## src/rtl/fdsd_pkg.sv

```systemverilog
// Shared types, command codes and glyph table for the segment display controller.
`timescale 1ns / 1ps

package fdsd_pkg;

    localparam int CELL_MAX   = 8;
    localparam int SHOW_CELLS = 4;

    localparam logic [2:0] FUNC_SET_DIGIT = 3'd0;
    localparam logic [2:0] FUNC_SHOW_NUM  = 3'd1;
    localparam logic [2:0] FUNC_TICK      = 3'd2;
    localparam logic [2:0] FUNC_DOTS_ON   = 3'd3;
    localparam logic [2:0] FUNC_DOTS_OFF  = 3'd4;
    localparam logic [2:0] FUNC_DOTS_TGL  = 3'd5;
    localparam logic [2:0] FUNC_CLEAR     = 3'd6;
    localparam logic [2:0] FUNC_LOAD_TIME = 3'd7;

    localparam logic [1:0] STAT_OK      = 2'd0;
    localparam logic [1:0] STAT_BAD_POS = 2'd1;
    localparam logic [1:0] STAT_BAD_DIG = 2'd2;
    localparam logic [1:0] STAT_BAD_NUM = 2'd3;

    localparam logic [7:0] BLANK_CODE = 8'hFF;
    localparam logic [6:0] GLYPH_E    = 7'h79;
    localparam logic [6:0] GLYPH_R    = 7'h50;

    typedef logic [3:0] t_digit;
    typedef t_digit [CELL_MAX-1:0] t_digit_arr;
    typedef logic [7:0] t_cell;

    function automatic logic [6:0] hex_glyph(input logic [3:0] d);
        logic [6:0] g;
        case (d)
            4'h0:    g = 7'h3F;
            4'h1:    g = 7'h06;
            4'h2:    g = 7'h5B;
            4'h3:    g = 7'h4F;
            4'h4:    g = 7'h66;
            4'h5:    g = 7'h6D;
            4'h6:    g = 7'h7D;
            4'h7:    g = 7'h07;
            4'h8:    g = 7'h7F;
            4'h9:    g = 7'h6F;
            4'hA:    g = 7'h77;
            4'hB:    g = 7'h7C;
            4'hC:    g = 7'h39;
            4'hD:    g = 7'h5E;
            4'hE:    g = 7'h79;
            default: g = 7'h71;
        endcase
        return g;
    endfunction

endpackage

```

## src/rtl/fdsd_num_conv.sv

```systemverilog
// Number to digit conversion for radix 2, 8, 10 and 16, with range check.
`timescale 1ns / 1ps

module fdsd_num_conv (
    input  logic [23:0]         i_number,
    input  logic [4:0]          i_base,
    output logic                o_ok,
    output fdsd_pkg::t_digit_arr o_digit,
    output logic [fdsd_pkg::CELL_MAX-1:0] o_zero
);
    import fdsd_pkg::*;

    logic [13:0] w_dec;
    logic [27:0] w_p1;
    logic [27:0] w_p2;
    logic [27:0] w_p3;
    logic [9:0]  w_q1;
    logic [6:0]  w_q2;
    logic [3:0]  w_q3;
    logic [13:0] w_r0;
    logic [9:0]  w_r1;
    logic [6:0]  w_r2;
    logic [31:0] w_bin;
    logic        w_b2;
    logic        w_b8;
    logic        w_b10;
    logic        w_b16;

    assign w_b2  = (i_base == 5'd2);
    assign w_b8  = (i_base == 5'd8);
    assign w_b10 = (i_base == 5'd10);
    assign w_b16 = (i_base == 5'd16);

    assign o_ok = (w_b10 && i_number <= 24'd9999) || (w_b2 && i_number <= 24'd15) ||
                  (w_b8 && i_number <= 24'd4095) || (w_b16 && i_number <= 24'd65535);

    // decimal: reciprocal multiplies, exact for values up to 9999
    assign w_dec = i_number[13:0];
    assign w_p1  = {14'd0, w_dec} * 28'd6554;
    assign w_p2  = {14'd0, w_dec} * 28'd5243;
    assign w_p3  = {14'd0, w_dec} * 28'd8389;
    assign w_q1  = w_p1[25:16];
    assign w_q2  = w_p2[25:19];
    assign w_q3  = w_p3[26:23];
    assign w_r0  = w_dec - ({1'b0, w_q1, 3'd0} + {3'd0, w_q1, 1'b0});
    assign w_r1  = w_q1 - ({w_q2, 3'd0} + {2'd0, w_q2, 1'b0});
    assign w_r2  = w_q2 - ({w_q3[3:0], 3'd0} + {2'd0, w_q3, 1'b0});

    assign w_bin = {16'd0, i_number[15:0]};

    always_comb begin
        o_digit = '0;
        o_zero  = '1;
        if (w_b10) begin
            o_digit[0] = w_r0[3:0];
            o_digit[1] = w_r1[3:0];
            o_digit[2] = w_r2[3:0];
            o_digit[3] = w_q3;
            o_zero[0]  = (w_q1 == 10'd0);
            o_zero[1]  = (w_q2 == 7'd0);
            o_zero[2]  = (w_q3 == 4'd0);
        end else begin
            for (int k = 0; k < CELL_MAX; k++) begin
                if (w_b2) begin
                    o_digit[k] = {3'd0, w_bin[k]};
                    o_zero[k]  = ((w_bin >> (k + 1)) == 32'd0);
                end else if (w_b8) begin
                    o_digit[k] = {1'b0, w_bin[3*k +: 3]};
                    o_zero[k]  = ((w_bin >> (3 * (k + 1))) == 32'd0);
                end else begin
                    o_digit[k] = (k < 7) ? w_bin[4*k +: 4] : 4'd0;
                    o_zero[k]  = (k < 3) ? ((w_bin >> (4 * (k + 1))) == 32'd0) : 1'b1;
                end
            end
        end
    end

endmodule

```

## src/rtl/four_digit_segment_display_controller_core.sv

```systemverilog
// A command goes from the input register to the result register before its output transfer.
// Throughput: one command per cycle unless stalled; each updates image and clock in one pass.
// A stalled result holds the pipe; the input register still takes one command meanwhile.
// Reset (synchronous, active low): image blank with all dots off, clock at 00:00:00,
// both pipeline stages empty.
`timescale 1ns / 1ps

module four_digit_segment_display_controller_core #(
    parameter int DIGIT_COUNT = 4
) (
    input  logic        i_clk,
    input  logic        i_rst_n,
    input  logic        s_tvalid,
    output logic        s_tready,
    // digit_value[7:0], position[10:8], number[34:11], base[39:35], blank_leading[40],
    // dot_mask[44:41], load_hours[49:45], load_minutes[55:50], load_seconds[61:56]
    input  logic [63:0] s_tdata,
    // func[2:0]
    input  logic [2:0]  s_tuser,
    output logic        m_tvalid,
    input  logic        m_tready,
    // segments_digit1[7:0], segments_digit2[15:8], segments_digit3[23:16],
    // segments_digit4[31:24], status[33:32], hours_now[38:34], minutes_now[44:39],
    // seconds_now[50:45]
    output logic [55:0] m_tdata
);
    import fdsd_pkg::*;

    logic        r_in_valid;
    logic [2:0]  r_func;
    logic [7:0]  r_dval;
    logic [2:0]  r_pos;
    logic [23:0] r_num;
    logic [4:0]  r_base;
    logic        r_blank;
    logic [3:0]  r_mask;
    logic [4:0]  r_lh;
    logic [5:0]  r_lm;
    logic [5:0]  r_ls;

    t_cell       r_cell [SHOW_CELLS];
    logic [4:0]  r_hours;
    logic [5:0]  r_min;
    logic [5:0]  r_sec;

    t_cell       n_cell [SHOW_CELLS];
    logic [4:0]  n_hours;
    logic [5:0]  n_min;
    logic [5:0]  n_sec;
    logic [1:0]  n_status;

    logic        r_out_valid;
    logic [55:0] r_out;

    logic        w_adv;
    logic        w_fire;
    logic        w_num_ok;
    t_digit_arr  w_digit;
    logic [CELL_MAX-1:0] w_zero;

    assign w_adv    = !r_out_valid || m_tready;
    assign w_fire   = r_in_valid && w_adv;
    assign s_tready = !r_in_valid || w_adv;
    assign m_tvalid = r_out_valid;
    assign m_tdata  = r_out;

    fdsd_num_conv u_conv (
        .i_number (r_num),
        .i_base   (r_base),
        .o_ok     (w_num_ok),
        .o_digit  (w_digit),
        .o_zero   (w_zero)
    );

    function automatic logic [7:0] split_dec(input logic [5:0] v);
        logic [3:0] t;
        logic [5:0] o;
        t = (v >= 6'd50) ? 4'd5 : (v >= 6'd40) ? 4'd4 : (v >= 6'd30) ? 4'd3 :
            (v >= 6'd20) ? 4'd2 : (v >= 6'd10) ? 4'd1 : 4'd0;
        o = v - ({2'd0, t} * 6'd10);
        return {t, o[3:0]};
    endfunction

    always_comb begin
        logic        pos_ok;
        logic [2:0]  idx;
        logic [6:0]  g;
        logic [7:0]  hs;
        logic [7:0]  ms;
        int          k;
        for (int c = 0; c < SHOW_CELLS; c++) begin
            n_cell[c] = r_cell[c];
        end
        n_hours  = r_hours;
        n_min    = r_min;
        n_sec    = r_sec;
        n_status = STAT_OK;
        pos_ok   = (r_pos != 3'd0) && ({1'b0, r_pos} <= 4'(DIGIT_COUNT));
        idx      = r_pos - 3'd1;
        g        = (r_dval[7:4] == 4'd0) ? hex_glyph(r_dval[3:0]) : 7'd0;
        hs       = '0;
        ms       = '0;
        k        = 0;
        unique case (r_func)
            FUNC_SET_DIGIT: begin
                if (!pos_ok) begin
                    n_status = STAT_BAD_POS;
                end else if (r_dval[7:4] != 4'd0 && r_dval != BLANK_CODE) begin
                    n_status = STAT_BAD_DIG;
                end else begin
                    for (int c = 0; c < SHOW_CELLS; c++) begin
                        if (idx == 3'(c)) n_cell[c] = {r_cell[c][7], g};
                    end
                end
            end
            FUNC_SHOW_NUM: begin
                if (!w_num_ok) begin
                    n_status = STAT_BAD_NUM;
                end else begin
                    for (int c = 0; c < SHOW_CELLS; c++) begin
                        k = DIGIT_COUNT - 1 - c;
                        if (c < DIGIT_COUNT) begin
                            if (r_blank && k >= 1 && w_zero[3'(k - 1)]) begin
                                n_cell[c] = {r_cell[c][7], 7'd0};
                            end else begin
                                n_cell[c] = {r_cell[c][7], hex_glyph(w_digit[3'(k)])};
                            end
                        end
                    end
                end
            end
            FUNC_TICK: begin
                if (r_sec >= 6'd59) begin
                    n_sec = 6'd0;
                    if (r_min >= 6'd59) begin
                        n_min   = 6'd0;
                        n_hours = (r_hours >= 5'd23) ? 5'd0 : r_hours + 5'd1;
                    end else begin
                        n_min = r_min + 6'd1;
                    end
                end else begin
                    n_sec = r_sec + 6'd1;
                end
                ms = split_dec(n_min);
                hs = split_dec({1'b0, n_hours});
                n_cell[3] = {r_cell[3][7], hex_glyph(ms[3:0])};
                n_cell[2] = {r_cell[2][7], hex_glyph(ms[7:4])};
                n_cell[1] = {r_cell[1][7], hex_glyph(hs[3:0])};
                n_cell[0] = {r_cell[0][7], (hs[7:4] == 4'd0) ? 7'd0 : hex_glyph(hs[7:4])};
            end
            FUNC_DOTS_ON, FUNC_DOTS_OFF, FUNC_DOTS_TGL: begin
                for (int c = 0; c < SHOW_CELLS; c++) begin
                    if (r_mask[c]) begin
                        if (r_func == FUNC_DOTS_ON) begin
                            n_cell[c][7] = 1'b1;
                        end else if (r_func == FUNC_DOTS_OFF) begin
                            n_cell[c][7] = 1'b0;
                        end else begin
                            n_cell[c][7] = !r_cell[c][7];
                        end
                    end
                end
            end
            FUNC_CLEAR: begin
                for (int c = 0; c < SHOW_CELLS; c++) begin
                    n_cell[c] = '0;
                end
            end
            default: begin
                n_hours = (r_lh > 5'd23) ? 5'd23 : r_lh;
                n_min   = (r_lm > 6'd59) ? 6'd59 : r_lm;
                n_sec   = (r_ls > 6'd59) ? 6'd59 : r_ls;
            end
        endcase
        if (n_status != STAT_OK) begin
            n_cell[0] = {1'b0, GLYPH_E};
            n_cell[1] = {1'b0, GLYPH_R};
            n_cell[2] = {1'b1, GLYPH_R};
            n_cell[3] = {1'b0, hex_glyph({2'd0, n_status})};
        end
    end

    always_ff @(posedge i_clk) begin
        if (!i_rst_n) begin
            r_in_valid  <= 1'b0;
            r_out_valid <= 1'b0;
            r_hours     <= '0;
            r_min       <= '0;
            r_sec       <= '0;
            for (int c = 0; c < SHOW_CELLS; c++) begin
                r_cell[c] <= '0;
            end
        end else begin
            if (s_tready) r_in_valid <= s_tvalid;
            if (w_adv) r_out_valid <= r_in_valid;
            if (w_fire) begin
                r_hours <= n_hours;
                r_min   <= n_min;
                r_sec   <= n_sec;
                for (int c = 0; c < SHOW_CELLS; c++) begin
                    r_cell[c] <= n_cell[c];
                end
            end
        end
    end

    always_ff @(posedge i_clk) begin
        if (s_tvalid && s_tready) begin
            r_func  <= s_tuser;
            r_dval  <= s_tdata[7:0];
            r_pos   <= s_tdata[10:8];
            r_num   <= s_tdata[34:11];
            r_base  <= s_tdata[39:35];
            r_blank <= s_tdata[40];
            r_mask  <= s_tdata[44:41];
            r_lh    <= s_tdata[49:45];
            r_lm    <= s_tdata[55:50];
            r_ls    <= s_tdata[61:56];
        end
        if (w_fire) begin
            r_out <= {5'd0, n_sec, n_min, n_hours, n_status,
                      n_cell[3], n_cell[2], n_cell[1], n_cell[0]};
        end
    end

endmodule

```

## config.mk

```make
export PLATFORM = sky130hd
export DESIGN_NAME = four_digit_segment_display_controller_core
export DESIGN_NICKNAME = d
export VERILOG_FILES = /design/src/rtl/fdsd_pkg.sv /design/src/rtl/fdsd_num_conv.sv /design/src/rtl/four_digit_segment_display_controller_core.sv
export SDC_FILE = /design/constraint.sdc
export NUM_CORES = 1
export LEC_CHECK = 0
export ABC_AREA = 1
export BUFFER_PORTS_ARGS = -buffer_cell sky130_fd_sc_hd__buf_2
export CAP_MARGIN = 40
export CORE_ASPECT_RATIO = 1.2
export CORE_MARGIN = 2
export CORE_UTILIZATION = 64
export CTS_BUF_LIST = sky130_fd_sc_hd__clkbuf_8
export CTS_CLUSTER_DIAMETER = 80
export DETAILED_ROUTE_END_ITERATION = 12
export PLACE_DENSITY_LB_ADDON = 0.1
export SYNTH_ARGS = -nofsm -noshare
export SYNTH_HDL_FRONTEND = slang
export SYNTH_SLANG_ARGS = --single-unit
```

## constraint.sdc

```tcl
create_clock -name i_clk -period 7.06 [get_ports i_clk]
set_input_delay 1.059 -clock i_clk [delete_from_list [all_inputs] [get_ports i_clk]]
set_output_delay 1.059 -clock i_clk [all_outputs]
set_load 0.01 [all_outputs]
```

==> results by stage <==
Status:
- The flow ran to the end, and the final reports show no timing, DRC or antenna violations.

Power and ir drop:
- In this run the power density over the cells is roughly 310 nW/um^2.
- In this run the static leakage power is approximately 11 nW.
- Sequential cells account for roughly 18% of the total power.
- The internal power contribution is about 3.2 mW.
- The switching fraction of total power is between 50% and 60%.
- The worst-case IR drop observed on VDD is ~0.51 mV.
- For this design the total switching power over the nets is between 3 and 4 mW.
- The clock power share is between 10% and 20%.
- The power after layout is between 6 and 7 mW.
- The combinational cell fraction of total power is 70.8%.

Drt:
- The total DRC errors in the routed layout is 0.
- In the final routed layout, each cell accounts on average for about 18 um.
- The via count is roughly 18k.
- The starting DRC count in detailed routing is 1524.
- Summed over all layers, the routed wires come to around 58000 um.
- The detail route stage leaves a number of antenna-violating nets equal to 0.
- The first detailed-routing pass took 8 iterations.
- Using the TritonRoute via totals, the vias-per-cell ratio works out to ~5.7.

Critical path:
- The critical path is of the flop to flop type.
- Among all stages on the critical path, the largest delay is contributed by sky130_fd_sc_hd__edfxtp_1.
- Along the worst path, the maximum fanout reaches 8.
- STA classifies the critical path endpoint as a flop.
- In this design, the critical path's most frequently occurring cell is sky130_fd_sc_hd__nand2_1.
- For the worst flop-to-flop path, the logic depth is 30.
- The worst register-to-register path ends at r_cell[1][6].
- At the worst endpoint, the required time is 7.33 ns.
- The startpoint of the worst-slack reg-to-reg timing path is r_num[12].
- The worst setup slack for register-to-register paths is just over 0.4 ns.
- Data arrives at the worst endpoint at 6.93 ns.
- Tracing the worst setup path back leads to its startpoint at r_num[12].
- STA classifies the critical path startpoint as a flop.
- For this run, the slowest stage of the critical path takes roughly 0.81 ns.

Clock network:
- For the worst-skew pair, the clock arrives at the later sink with an insertion delay of between 0.5 and 0.6 ns.
- The longest clock path from root to sink contains 2 buffers.
- TritonCTS built the clock tree.
- In this run, post-CTS repair resized a total of 0 instances.
- Buffers inserted during clock tree synthesis total 17.
- After clock tree synthesis, the setup repair step added 0 buffers.
- CTS saw between 150 and 200 sinks.
- Clock-pin slew was measured on the worst setup and hold paths at between 0.1 and 0.15 ns.
- For this design, the CTS-stage hold fixing added 0 buffers.
- The root buffer cell is sky130_fd_sc_hd__clkbuf_8.
- The total number of H-tree levels is 4.

STA:
- After layout, the minimum clock period comes to 6.66 ns.
- The max-slew violation count is 0.
- The relative slew slack is 53.2%.
- Across the routed clock network, the largest skew measured is roughly 0.016 ns.
- The final setup violation count is 0.
- Derived from the worst setup path, the maximum achievable clock frequency is 150 MHz.
- The final count of hold timing violations is 0.
- The post-route clock period utilization is approximately 94%.
- For the pin with the worst max-slew slack, the measured transition is 0.702 ns.

Global routing:
- The number of global-route vias before repair is roughly 18k.
- Entering global routing, the biggest net connects 50 pins.
- The initial antenna violation count is 0.
- Summed over all layers, the global routing overflow is 0.
- The wire length of the first global-routing pass is a little over 90000 um.
- Across every metal layer, demand over resource in global routing totals a little over a third.

Yosys:
- The number of synthesized register bits is around 170.
- Of the synthesized area, sequential elements account for between 20% and 30%.
- The mean instance size in the synthesized netlist is 7.85 sq um.
- The count of flip-flops with a built-in enable after synthesis is between 100 and 150.
- For this run, the number of Yosys warnings is 0.
- Synthesis instantiated 57 different standard cells from the library.
- The cell area after synthesis is 20200 sq um.
- The cell type with the largest total area after synthesis is sky130_fd_sc_hd__edfxtp_1.
- The top cell type by area accounts for between 20% and 30% of the synthesized area.
- The fraction of registers with async set or reset after synthesis is 0%.
- After synthesis, the cell types taking the most area are sky130_fd_sc_hd__edfxtp_1, sky130_fd_sc_hd__ha_1, sky130_fd_sc_hd__fa_1.
- The leading register cell type out of synthesis is sky130_fd_sc_hd__edfxtp_1.
- The cell count after synthesis came out at ~2.6k.

Floorplanning:
- The vertical die dimension is between 150 and 200 um.
- In this run the standard cell core region covers between 30000 and 40000 sq um.
- The starting utilization of the core area is about two thirds.
- Measured along the x axis, the die boundary spans between 150 and 200 um.
- The area of the die is between 30000 and 40000 sq um.
- In this run the count of I/O pins placed on the die edge is roughly 130.
- After floorplanning, the core was divided into 71 placement rows.

Layout:
- The most frequent standard cell in the layout excluding fill and tap cells is sky130_fd_sc_hd__nand2_1.
- The final layout net count is 3245.
- In the layout the commonest cells are sky130_fd_sc_hd__nand2_1, sky130_fd_sc_hd__inv_1, sky130_fd_sc_hd__ha_1.
- With fillers left out, the area of the finished cells amounts to 22100 sq um.
- Cells with a size suffix above 1 make up between 10% and 20% of the layout.
- 0 antenna diodes ended up in the layout.
- Relative to the synthesized area, the layout overhead comes to 9.27%.

Placed design:
- The count of buffers added on input and output ports is ~120.
- The placed instances occupy a cell area of 21600 sq um.
- The total half-perimeter wirelength after legalization and detailed placement is roughly 47000 um.
- The congestion estimate from routability-driven global placement came to around 1.1.

Hold path:
- The worst hold path terminates at m_tvalid.
- In this run the worst hold path is classified as flop to flop.
- The source of the worst hold timing path is m_tvalid.
- The cell count of the worst hold path is 2.

Flow run:
- Across the run, the number of max-cap violations was 0.
[Yosys cell counts, types with 4 or more instances]
cell,n
sky130_fd_sc_hd__o221ai_1,13
sky130_fd_sc_hd__o211ai_1,11
sky130_fd_sc_hd__or2_2,6
sky130_fd_sc_hd__and2_1,5
sky130_fd_sc_hd__ha_1,304
sky130_fd_sc_hd__nand4_1,37
sky130_fd_sc_hd__fa_1,131
sky130_fd_sc_hd__nor2_1,180
sky130_fd_sc_hd__edfxtp_1,148
sky130_fd_sc_hd__o21a_1,5
sky130_fd_sc_hd__clkinv_1,4
sky130_fd_sc_hd__a21oi_1,113
sky130_fd_sc_hd__nor4_1,7
sky130_fd_sc_hd__a211oi_1,6
sky130_fd_sc_hd__buf_4,6
sky130_fd_sc_hd__o21ai_1,10
sky130_fd_sc_hd__nand2_1,565
sky130_fd_sc_hd__nor2_2,9
sky130_fd_sc_hd__nor3_1,23
sky130_fd_sc_hd__clkbuf_1,17
sky130_fd_sc_hd__xor2_1,19
sky130_fd_sc_hd__nand3_1,164
sky130_fd_sc_hd__nand3b_1,13
sky130_fd_sc_hd__nand2_2,11
sky130_fd_sc_hd__a31oi_1,12
sky130_fd_sc_hd__inv_2,15
sky130_fd_sc_hd__o21ai_2,4
sky130_fd_sc_hd__a22oi_1,7
sky130_fd_sc_hd__a21oi_2,11
sky130_fd_sc_hd__o21bai_1,5
sky130_fd_sc_hd__inv_1,513
sky130_fd_sc_hd__dfxtp_1,26
sky130_fd_sc_hd__xnor2_1,9
sky130_fd_sc_hd__nand2_4,4
sky130_fd_sc_hd__o21ai_0,116
sky130_fd_sc_hd__buf_2,10
sky130_fd_sc_hd__o22ai_1,10
[sequential cells by signal (all words and copies together), names as in the netlist, 5 cells and up, named ones only]
signal   count
r_sec        6
r_num       24
r_hours      5
r_base       5
m_tdata     51
r_dval       8
r_cell      32
r_lm         6
r_lh         5
r_ls         6
r_min        6
[critical path: cells and delay by family, from the launching register on]
family,cells,cell delay (ns)
buffers and inverters,6,0.67
DFF,1,0.81
xor gates and xnor gates,1,0.15
AOI/OAI and AO/OA,3,0.53
and+or+nand+nor,12,1.33
adders and majority gates,8,2.88
[area by class of cell]
class                           instances  area (sq um)
Clock inverter                         15           204
Multi-Input combinational cell       1835         13100
Tap cell                              401           502
Sequential cell                       174          4960
Timing Repair Buffer                  178          1070
Clock buffer                           17           234
Inverter                              533          2000
Fill cell                            2603          9100
[how the worst max path moves through the flow]
stage / to / slack, ns / depth (start not counted)
2_1_floorplan: r_cell[2][3] / 0.61 / 26
4_1_cts: r_cell[3][1] / 0.17 / 31
3_3_place_gp: r_cell[3][5] / 0.32 / 33
3_5_place_dp: r_cell[3][1] / 0.21 / 31
6_report: r_cell[1][6] / 0.40 / 30
5_1_grt: r_cell[3][1] / -0.05 / 34
[stage by stage]
stage	hold WS (ns)	setup TNS, ns	std cells	setup WS, ns	util (%)
6_report	0.521	0	3153	0.402	70.8
5_1_grt	0.559	-0.0971	3153	-0.0452	70.8
4_1_cts	0.522	0	3153	0.166	70.7
3_5_place_dp	0.504	0	3121	0.210	69.3
3_3_place_gp	0.491	0	3119	0.319	69.2
2_1_floorplan	0.478	0	2578	0.614	-
[power by group through the flow]
| stage | Sequential (mW) | Combinational (mW) | Clock, mW |
|---|---|---|---|
| 2_1_floorplan | 1.26 | 3.45 | 0 |
| 3_3_place_gp | 1.25 | 4.60 | 0 |
| 3_5_place_dp | 1.25 | 4.70 | 0 |
| 4_1_cts | 1.23 | 4.73 | 0.772 |
| 5_1_grt | 1.23 | 5.54 | 0.800 |
| 6_report | 1.23 | 4.83 | 0.759 |
[kinds of logic (layout without fill, tap and decap cells)]
| family | after synthesis | in the layout | share of synthesized area, % |
|---|---|---|---|
| simple gates | 1031 | 1031 | 21.9 |
| buf+inv | 569 | 743 | 10.8 |
| fa+ha+maj | 435 | 435 | 31.8 |
| compound gates | 336 | 336 | 9.67 |
| flops | 174 | 174 | 24.6 |
| xor+xnor | 28 | 28 | 1.21 |
| other cells | 1 | 5 | 0.0186 |
[per-layer routing]
metal | GRT usage [%] | wire length, um | vias to the layer above
met2 | 65.5 | 29300 | 701
li1 | - | - | 8671
met4 | 24.5 | 4080 | 0
met3 | 4.38 | 3110 | 212
met1 | 38.7 | 21200 | 8378
met5 | 0 | 0 | -
No activity file was read; power rests on OpenSTA's default activity.
